File: config.mk
export PLATFORM = sky130hd
export DESIGN_NAME = smoothed_level_meter_pwm_alternator
export DESIGN_NICKNAME = d
export VERILOG_FILES = /design/src/rtl/core/slm_pkg.sv /design/src/rtl/core/slm_filter.sv /design/src/rtl/core/slm_level.sv /design/src/rtl/core/slm_pwm.sv /design/src/rtl/core/smoothed_level_meter_pwm_alternator.sv
export SDC_FILE = /design/constraint.sdc
export NUM_CORES = 1
export LEC_CHECK = 0
export ABC_AREA = 1
export ABC_CLOCK_PERIOD_IN_PS = 22900
export BUFFER_PORTS_ARGS = -buffer_cell sky130_fd_sc_hd__buf_2
export CAP_MARGIN = 20
export CORE_MARGIN = 10
export CORE_UTILIZATION = 35
export CTS_BUF_LIST = sky130_fd_sc_hd__clkbuf_2
export CTS_CLUSTER_DIAMETER = 50
export DETAILED_ROUTE_END_ITERATION = 7
export SLEW_MARGIN = 20
export SYNTH_ARGS = -nofsm -noshare
export SYNTH_HDL_FRONTEND = slang
export SYNTH_SLANG_ARGS = --single-unit
export TNS_END_PERCENT = 10
File: constraint.sdc
create_clock -name clk_i -period 22.9 [get_ports clk_i]
set_input_delay 2.29 -clock clk_i [delete_from_list [all_inputs] [get_ports clk_i]]
set_output_delay 2.29 -clock clk_i [all_outputs]
set_load 0.01 [all_outputs]
File: src/rtl/core/slm_pkg.sv
// ----------------------------------------------------------------------------
// slm_pkg
// Shared types and constants of the smoothed level meter with PWM alternator.
// ----------------------------------------------------------------------------
package slm_pkg;

  localparam int unsigned SampleW   = 8;
  localparam int unsigned GainW     = 9;
  localparam int unsigned PhaseW    = 23;
  localparam int unsigned FiltW     = 16;
  localparam int unsigned LevelW    = 4;
  localparam int unsigned LampW     = 8;
  localparam int unsigned PwmCountW = 4;
  localparam int unsigned CfgIdxW   = 2;
  localparam int unsigned GainShift = 8;
  localparam int unsigned NumLevels = 8;

  localparam logic [CfgIdxW-1:0] CfgSmoothingGain = 2'd0;
  localparam logic [CfgIdxW-1:0] CfgPhaseLength   = 2'd1;

  localparam logic [GainW-1:0]     GainMax    = 9'd256;
  localparam logic [GainW-1:0]     GainReset  = 9'd26;
  localparam logic [PhaseW-1:0]    PhaseReset = 23'd320000;
  localparam logic [FiltW-1:0]     FiltMax    = 16'hFFFF;
  localparam logic [PwmCountW-1:0] PwmLast    = 4'd7;

  localparam logic [SampleW-1:0] LevelThr [NumLevels] = '{
    8'd10, 8'd30, 8'd60, 8'd90, 8'd120, 8'd150, 8'd180, 8'd210
  };

  typedef struct packed {
    logic a;
    logic b;
  } drive_t;

endpackage

File: src/rtl/core/slm_filter.sv
// ----------------------------------------------------------------------------
// slm_filter
// Exponential average of the sample in unsigned fixed point, floored step.
// ----------------------------------------------------------------------------
module slm_filter import slm_pkg::*; #(
  parameter int unsigned FractionBits = 8
) (
  input  logic               clk_i,
  input  logic               rst_ni,
  input  logic               en_i,
  input  logic [SampleW-1:0] sample_i,
  input  logic [GainW-1:0]   gain_i,
  output logic [FiltW-1:0]   next_o
);

  localparam int unsigned TargetW = SampleW + FractionBits;
  localparam int unsigned CmpW    = (TargetW > FiltW) ? TargetW : FiltW;
  localparam int unsigned DiffW   = CmpW + 1;
  localparam int unsigned ProdW   = DiffW + GainW + 1;
  localparam int unsigned SumW    = ProdW + 1;

  logic [FiltW-1:0]          filtered_q, filtered_d;
  logic [GainW-1:0]          gain_sat;
  logic [TargetW-1:0]        target;
  logic signed [DiffW-1:0]   diff;
  logic signed [ProdW-1:0]   prod;
  logic signed [ProdW-1:0]   step;
  logic signed [SumW-1:0]    sum;

  assign gain_sat = (gain_i > GainMax) ? GainMax : gain_i;
  assign target   = TargetW'(sample_i) << FractionBits;
  assign diff     = $signed(DiffW'(target)) - $signed(DiffW'(filtered_q));
  assign prod     = $signed(ProdW'(gain_sat)) * ProdW'(diff);
  assign step     = prod >>> GainShift;
  assign sum      = $signed(SumW'(filtered_q)) + SumW'(step);

  always_comb begin
    if (sum < 0) begin
      filtered_d = '0;
    end else if (sum > $signed(SumW'(FiltMax))) begin
      filtered_d = FiltMax;
    end else begin
      filtered_d = sum[FiltW-1:0];
    end
  end

  always_ff @(posedge clk_i or negedge rst_ni) begin
    if (!rst_ni) begin
      filtered_q <= '0;
    end else if (en_i) begin
      filtered_q <= filtered_d;
    end
  end

  assign next_o = filtered_d;

endmodule

File: src/rtl/core/slm_level.sv
// ----------------------------------------------------------------------------
// slm_level
// Quantizes the average to a bar level and decodes the one-hot lamp pattern.
// ----------------------------------------------------------------------------
module slm_level import slm_pkg::*; #(
  parameter int unsigned FractionBits = 8
) (
  input  logic [FiltW-1:0]  filtered_i,
  output logic [LevelW-1:0] level_o,
  output logic [LampW-1:0]  lamps_o
);

  localparam int unsigned TargetW = SampleW + FractionBits;
  localparam int unsigned CmpW    = (TargetW > FiltW) ? TargetW : FiltW;

  always_comb begin
    level_o = '0;
    for (int i = 0; i < NumLevels; i++) begin
      if (CmpW'(filtered_i) > (CmpW'(LevelThr[i]) << FractionBits)) begin
        level_o = LevelW'(i + 1);
      end
    end
  end

  always_comb begin
    lamps_o = '0;
    if (level_o != '0) begin
      lamps_o = LampW'(1) << (level_o - LevelW'(1));
    end
  end

endmodule

File: src/rtl/core/slm_pwm.sv
// ----------------------------------------------------------------------------
// slm_pwm
// 4-bit PWM count, phase timer and the two alternating duty registers.
// ----------------------------------------------------------------------------
module slm_pwm import slm_pkg::*; #(
  parameter int unsigned TimerBits = 25
) (
  input  logic              clk_i,
  input  logic              rst_ni,
  input  logic              en_i,
  input  logic [LevelW-1:0] level_i,
  input  logic [PhaseW-1:0] phase_len_i,
  output drive_t            drive_o
);

  localparam int unsigned CmpW = (TimerBits > PhaseW + 1) ? TimerBits : PhaseW + 1;

  logic [PwmCountW-1:0] count_q, count_d, count_cur;
  logic [TimerBits-1:0] timer_q, timer_d, timer_cur;
  logic [LevelW-1:0]    duty_a_q, duty_a_d;
  logic [LevelW-1:0]    duty_b_q, duty_b_d;
  logic [CmpW-1:0]      span, span2, timer_ext;

  assign span      = CmpW'(phase_len_i);
  assign span2     = CmpW'({phase_len_i, 1'b0});
  assign timer_ext = CmpW'(timer_q);

  always_comb begin
    count_cur = count_q;
    timer_cur = timer_q;
    duty_a_d  = duty_a_q;
    duty_b_d  = duty_b_q;
    if (count_q > PwmLast) begin
      count_cur = '0;
      if (timer_ext <= span) begin
        duty_a_d = level_i;
        duty_b_d = '0;
      end else if (timer_ext <= span2) begin
        duty_b_d = level_i;
        duty_a_d = '0;
      end else begin
        timer_cur = '0;
      end
    end
    drive_o.a = (duty_a_d > count_cur);
    drive_o.b = (duty_b_d > count_cur);
    count_d   = count_cur + PwmCountW'(1);
    timer_d   = timer_cur + TimerBits'(1);
  end

  always_ff @(posedge clk_i or negedge rst_ni) begin
    if (!rst_ni) begin
      count_q  <= '0;
      timer_q  <= '0;
      duty_a_q <= '0;
      duty_b_q <= '0;
    end else if (en_i) begin
      count_q  <= count_d;
      timer_q  <= timer_d;
      duty_a_q <= duty_a_d;
      duty_b_q <= duty_b_d;
    end
  end

endmodule

File: src/rtl/core/smoothed_level_meter_pwm_alternator.sv
// ----------------------------------------------------------------------------
// smoothed_level_meter_pwm_alternator
// Smoothed level meter with bar lamps and two alternating PWM drives.
//
//   channel  direction  handshake               payload
//   in       input      in_valid_i/in_ready_o   sample_i
//   out      output     out_valid_o/out_ready_i level_o lamp_bits_o drive_a_o
//                                               drive_b_o smoothed_o
//   cfg      input      cfg_valid_i/cfg_ready_o cfg_index_i cfg_data_i
//
// one item per cycle while the result is not stalled; its result appears in the cycle after it is accepted
// the result is held in the single result register after the filter multiply
// reset clears the average, pwm state, duties and loads register defaults
// a stalled result holds; a new item is taken in the cycle the result leaves
// ----------------------------------------------------------------------------
module smoothed_level_meter_pwm_alternator import slm_pkg::*; #(
  parameter int unsigned FractionBits = 8,
  parameter int unsigned TimerBits    = 25
) (
  input  logic               clk_i,
  input  logic               rst_ni,
  input  logic               in_valid_i,
  output logic               in_ready_o,
  input  logic [SampleW-1:0] sample_i,
  output logic               out_valid_o,
  input  logic               out_ready_i,
  output logic [LevelW-1:0]  level_o,
  output logic [LampW-1:0]   lamp_bits_o,
  output logic               drive_a_o,
  output logic               drive_b_o,
  output logic [FiltW-1:0]   smoothed_o,
  input  logic               cfg_valid_i,
  output logic               cfg_ready_o,
  input  logic [CfgIdxW-1:0] cfg_index_i,
  input  logic [PhaseW-1:0]  cfg_data_i
);

  logic [GainW-1:0]  gain_q;
  logic [PhaseW-1:0] phase_q;
  logic              accept;
  logic [FiltW-1:0]  filt_next;
  logic [LevelW-1:0] level;
  logic [LampW-1:0]  lamps;
  drive_t            drive;

  logic              out_valid_q;
  logic [LevelW-1:0] level_q;
  logic [LampW-1:0]  lamps_q;
  drive_t            drive_q;
  logic [FiltW-1:0]  smoothed_q;

  assign cfg_ready_o = 1'b1;

  always_ff @(posedge clk_i or negedge rst_ni) begin
    if (!rst_ni) begin
      gain_q  <= GainReset;
      phase_q <= PhaseReset;
    end else if (cfg_valid_i) begin
      if (cfg_index_i == CfgSmoothingGain) begin
        gain_q <= cfg_data_i[GainW-1:0];
      end else if (cfg_index_i == CfgPhaseLength) begin
        phase_q <= cfg_data_i;
      end
    end
  end

  assign in_ready_o = !out_valid_q || out_ready_i;
  assign accept     = in_valid_i && in_ready_o;

  slm_filter #(
    .FractionBits(FractionBits)
  ) u_filter (
    .clk_i   (clk_i),
    .rst_ni  (rst_ni),
    .en_i    (accept),
    .sample_i(sample_i),
    .gain_i  (gain_q),
    .next_o  (filt_next)
  );

  slm_level #(
    .FractionBits(FractionBits)
  ) u_level (
    .filtered_i(filt_next),
    .level_o   (level),
    .lamps_o   (lamps)
  );

  slm_pwm #(
    .TimerBits(TimerBits)
  ) u_pwm (
    .clk_i      (clk_i),
    .rst_ni     (rst_ni),
    .en_i       (accept),
    .level_i    (level),
    .phase_len_i(phase_q),
    .drive_o    (drive)
  );

  always_ff @(posedge clk_i or negedge rst_ni) begin
    if (!rst_ni) begin
      out_valid_q <= 1'b0;
    end else if (accept) begin
      out_valid_q <= 1'b1;
    end else if (out_ready_i) begin
      out_valid_q <= 1'b0;
    end
  end

  always_ff @(posedge clk_i) begin
    if (accept) begin
      level_q    <= level;
      lamps_q    <= lamps;
      drive_q    <= drive;
      smoothed_q <= filt_next;
    end
  end

  assign out_valid_o = out_valid_q;
  assign level_o     = level_q;
  assign lamp_bits_o = lamps_q;
  assign drive_a_o   = drive_q.a;
  assign drive_b_o   = drive_q.b;
  assign smoothed_o  = smoothed_q;

  a_accept_gives_result : assert property (@(posedge clk_i) disable iff (!rst_ni)
    accept |=> out_valid_o)
    else $error("accepted item produced no result");

  a_lamps_match_level : assert property (@(posedge clk_i) disable iff (!rst_ni)
    out_valid_o |-> ((level_o == '0 && lamp_bits_o == '0) ||
                     (level_o != '0 && $onehot(lamp_bits_o))))
    else $error("lamp pattern does not match level");

  a_drives_exclusive : assert property (@(posedge clk_i) disable iff (!rst_ni)
    out_valid_o |-> !(drive_a_o && drive_b_o))
    else $error("both drives active");

  a_ready_when_empty : assert property (@(posedge clk_i) disable iff (!rst_ni)
    !out_valid_o |-> in_ready_o)
    else $error("input stalled with empty result register");

endmodule

==> flow_metrics.env <==
export IMPL_die_x_um=220.3
export IMPL_min_delay_path_depth=2
export IMPL_chipHeight_um=220.3
export IMPL_worstPathMaxFanout=20
export IMPL_drtPass1Iterations=5
export IMPL_h_tree_depth=4
export IMPL_min_delay_start="u_pwm.duty_b_q[0]"
export IMPL_yosys_cell_types_count=57
export IMPL_layout_drive_gt1_share_pct=10.56
export IMPL_dieArea_mm2=0.04855
export IMPL_synth_cells=1823
export IMPL_synth_cell_area_mm2=0.01405
export IMPL_synthFlopType="dfrtp_1"
export IMPL_whs_endpoint="u_pwm.duty_b_q[0]"
export IMPL_drv_slew=0
export IMPL_yosysTopAreaCell="fa_1"
export IMPL_period_minus_slack_ns=11.86
export IMPL_root_buffer="clkbuf_2"
export IMPL_postSynthAreaPerCell_um2=7.705
export IMPL_gp_congestion=0.9124
export IMPL_r2r_start="u_filter.filtered_q[0]"
export IMPL_final_cells=2429
export IMPL_port_buffers=69
export IMPL_arrival_ns=12.34
export IMPL_clock_fmax_ghz=0.08433
export IMPL_endpoint_kind="flip-flop"
export IMPL_overflow=0
export IMPL_routed_via_density=4.818
export IMPL_cts_buffers=17
export IMPL_hold_ws_ns=0.5078
export IMPL_routed_wl_um=36540
export IMPL_final_nets=2197
export IMPL_dp_cells=2397
export IMPL_ys_ff_latch=116
export IMPL_grt_max_degree=51
export IMPL_crit_slowest_cell="o21ai_4"
export IMPL_area_delta_synth_final_pct=8.249
export IMPL_clock_sinks=116
export IMPL_cts_buffer_depth=2
export IMPL_hpwl_um=29960
export IMPL_seq_area_frac_synth_pct=21.81
export IMPL_relSlewSlack_pct=44.00
export IMPL_detail_route_antenna_nets=0
export IMPL_n_antenna_cell=0
export IMPL_cap_violations=0
export IMPL_grt_pass1_wl_um=61690
export IMPL_clock_skew_ns=0.04014
export IMPL_start_kind="input port"
export IMPL_antenna_found_initial=0
export IMPL_grt_pass1_vias=12090
export IMPL_crit_top_cell="nand2_1"
export IMPL_routedWlPerCell_um=15.04
export IMPL_placementRows=73
export IMPL_outcome="finished, final reports clean"
export IMPL_path_class="in2reg"
export IMPL_route_detailed_drc=0
export IMPL_rsz0062_at_grt="false"
export IMPL_critical_path_required_ns=23.38
export IMPL_drt_iter0_markers=676
export IMPL_critical_path_max_stage_delay_ns=0.59
export IMPL_fin_crit_sh_pct=51.78
export IMPL_start_util_pct=35.35
export IMPL_postCtsSetupRepairBufs=0
export IMPL_synth_area_top_cells="fa_1 18%, dfrtp_1 14%, ha_1 12%, nand2_1 11%, inv_1 9.2%"
export IMPL_vias=11700
export IMPL_r2r_end="drive_b_o"
export IMPL_async_reset_ff_share_pct=74.14
export IMPL_worstHoldPathType="reg2reg"
export IMPL_hold_viol_final=0
export IMPL_ioPinCount=71
export IMPL_ys_warn_count=0
export IMPL_clk_latency_ns=0.73
export IMPL_cts_resized=0
export IMPL_setup_tns_final_ns=0
export IMPL_tightest_slew_ns=0.8372
export IMPL_core_area_mm2=0.03973
export IMPL_synth_top_area_share_pct=18.39
export IMPL_grt_use_total_pct=15.64
export IMPL_cts_hold_buf=0
export IMPL_r2r_slack_ns=11.71
export IMPL_tritoncts="done"
export IMPL_critPathTopFamily="adder cells"
export IMPL_setup_viol=0
export IMPL_path_buf_inv=8
export IMPL_num_fill_cells=4204
export IMPL_synth_edff_count=30
export IMPL_r2r_cells=52
export IMPL_path_clk_slew_ns=0.19
-- logic make-up after synthesis --
group	count (synthesis)	synth area share, %
XOR/XNOR	64	3.991
AO/OA/AOI/OAI	218	8.783
AND/OR/NAND/NOR	771	24.00
flip-flops	116	21.81
buffers and inverters	385	10.63
adder cells (fa/ha/maj)	268	30.77
other	1	0.02670
-- metal layers --
layer	share of wire, %	global-route usage, %
met1	48	21.58
met2	47	25.58
met3	4.4	2.335
met4	1.2	3.081
met5	0	0
-- tightest hold or removal path: stages (launching register included) --
cell,delay (ns)
dfrtp_1,0.39
nand2_1,0.05
nand2_1,0.05
-- cell type report --
type	instances	area (um2)	area share, %
clock buffer	17	85.08	0.5596
sequential	116	3063	20.14
inverter	357	1345	8.846
tap	525	656.9	4.320
timing repair buffer	75	392.9	2.584
multi-input combinational	1324	9509	62.54
clock inverter	15	152.6	1.004
-- placed cells by master (no fill, tap or decap), types with 12 or more instances in the layout --
cell,n
nand3_2,13
xor2_1,39
fa_1,129
xnor2_1,25
a21oi_1,86
nor2_1,202
o21ai_0,69
nand4_1,17
inv_2,12
nor3_1,21
buf_2,68
edfxtp_1,30
nand2_2,23
inv_1,342
dfrtp_1,78
clkbuf_2,17
nand2_1,411
nand3_1,40
ha_1,139
-- cell usage after synthesis, drive strengths merged (17+ instances only) --
master / number
fa: 129
clkbuf: 20
nor2: 212
ha: 139
nand4: 17
dfrtp: 78
a21oi: 87
xor2: 39
inv: 354
nor3: 25
edfxtp: 30
nand3: 55
nand2: 439
o21ai: 81
xnor2: 25
-- flip-flops by register name (all words and copies together) (netlist names), 4 cells and up --
register and count:
u_pwm.duty_b_q 4, u_pwm.duty_a_q 4, phase_q 23, level_o 4
gain_q 9, u_pwm.timer_ext 25, lamp_bits_o 8, u_filter.filtered_q 16
smoothed_o 16, u_pwm.count_q 4
-- through the flow --
stage               cell area (um2)  utilization [%]  worst slack [ns]
floorplan                     14050                -             11.76
global placement              14960            37.65             10.27
detailed placement            14960            37.65             10.13
CTS                           15200            38.25             10.88
global route                  15200            38.27             10.13
finish                        15200            38.27             11.04
-- how the worst max path moves through the flow --
stage | endpoint | depth (start not counted) | slack [ns] | start
floorplan | drive_b_o | 55 | 11.76 | sample_i[0]
CTS | drive_b_o | 54 | 10.88 | sample_i[0]
global placement | drive_b_o | 55 | 10.27 | sample_i[0]
detailed placement | drive_b_o | 54 | 10.13 | sample_i[0]
global route | drive_b_o | 54 | 10.13 | sample_i[0]
finish | drive_b_o | 54 | 11.04 | sample_i[0]
Power is not shown: default switching activity piles up to over one toggle a cycle in this logic, so the estimate is an artifact.
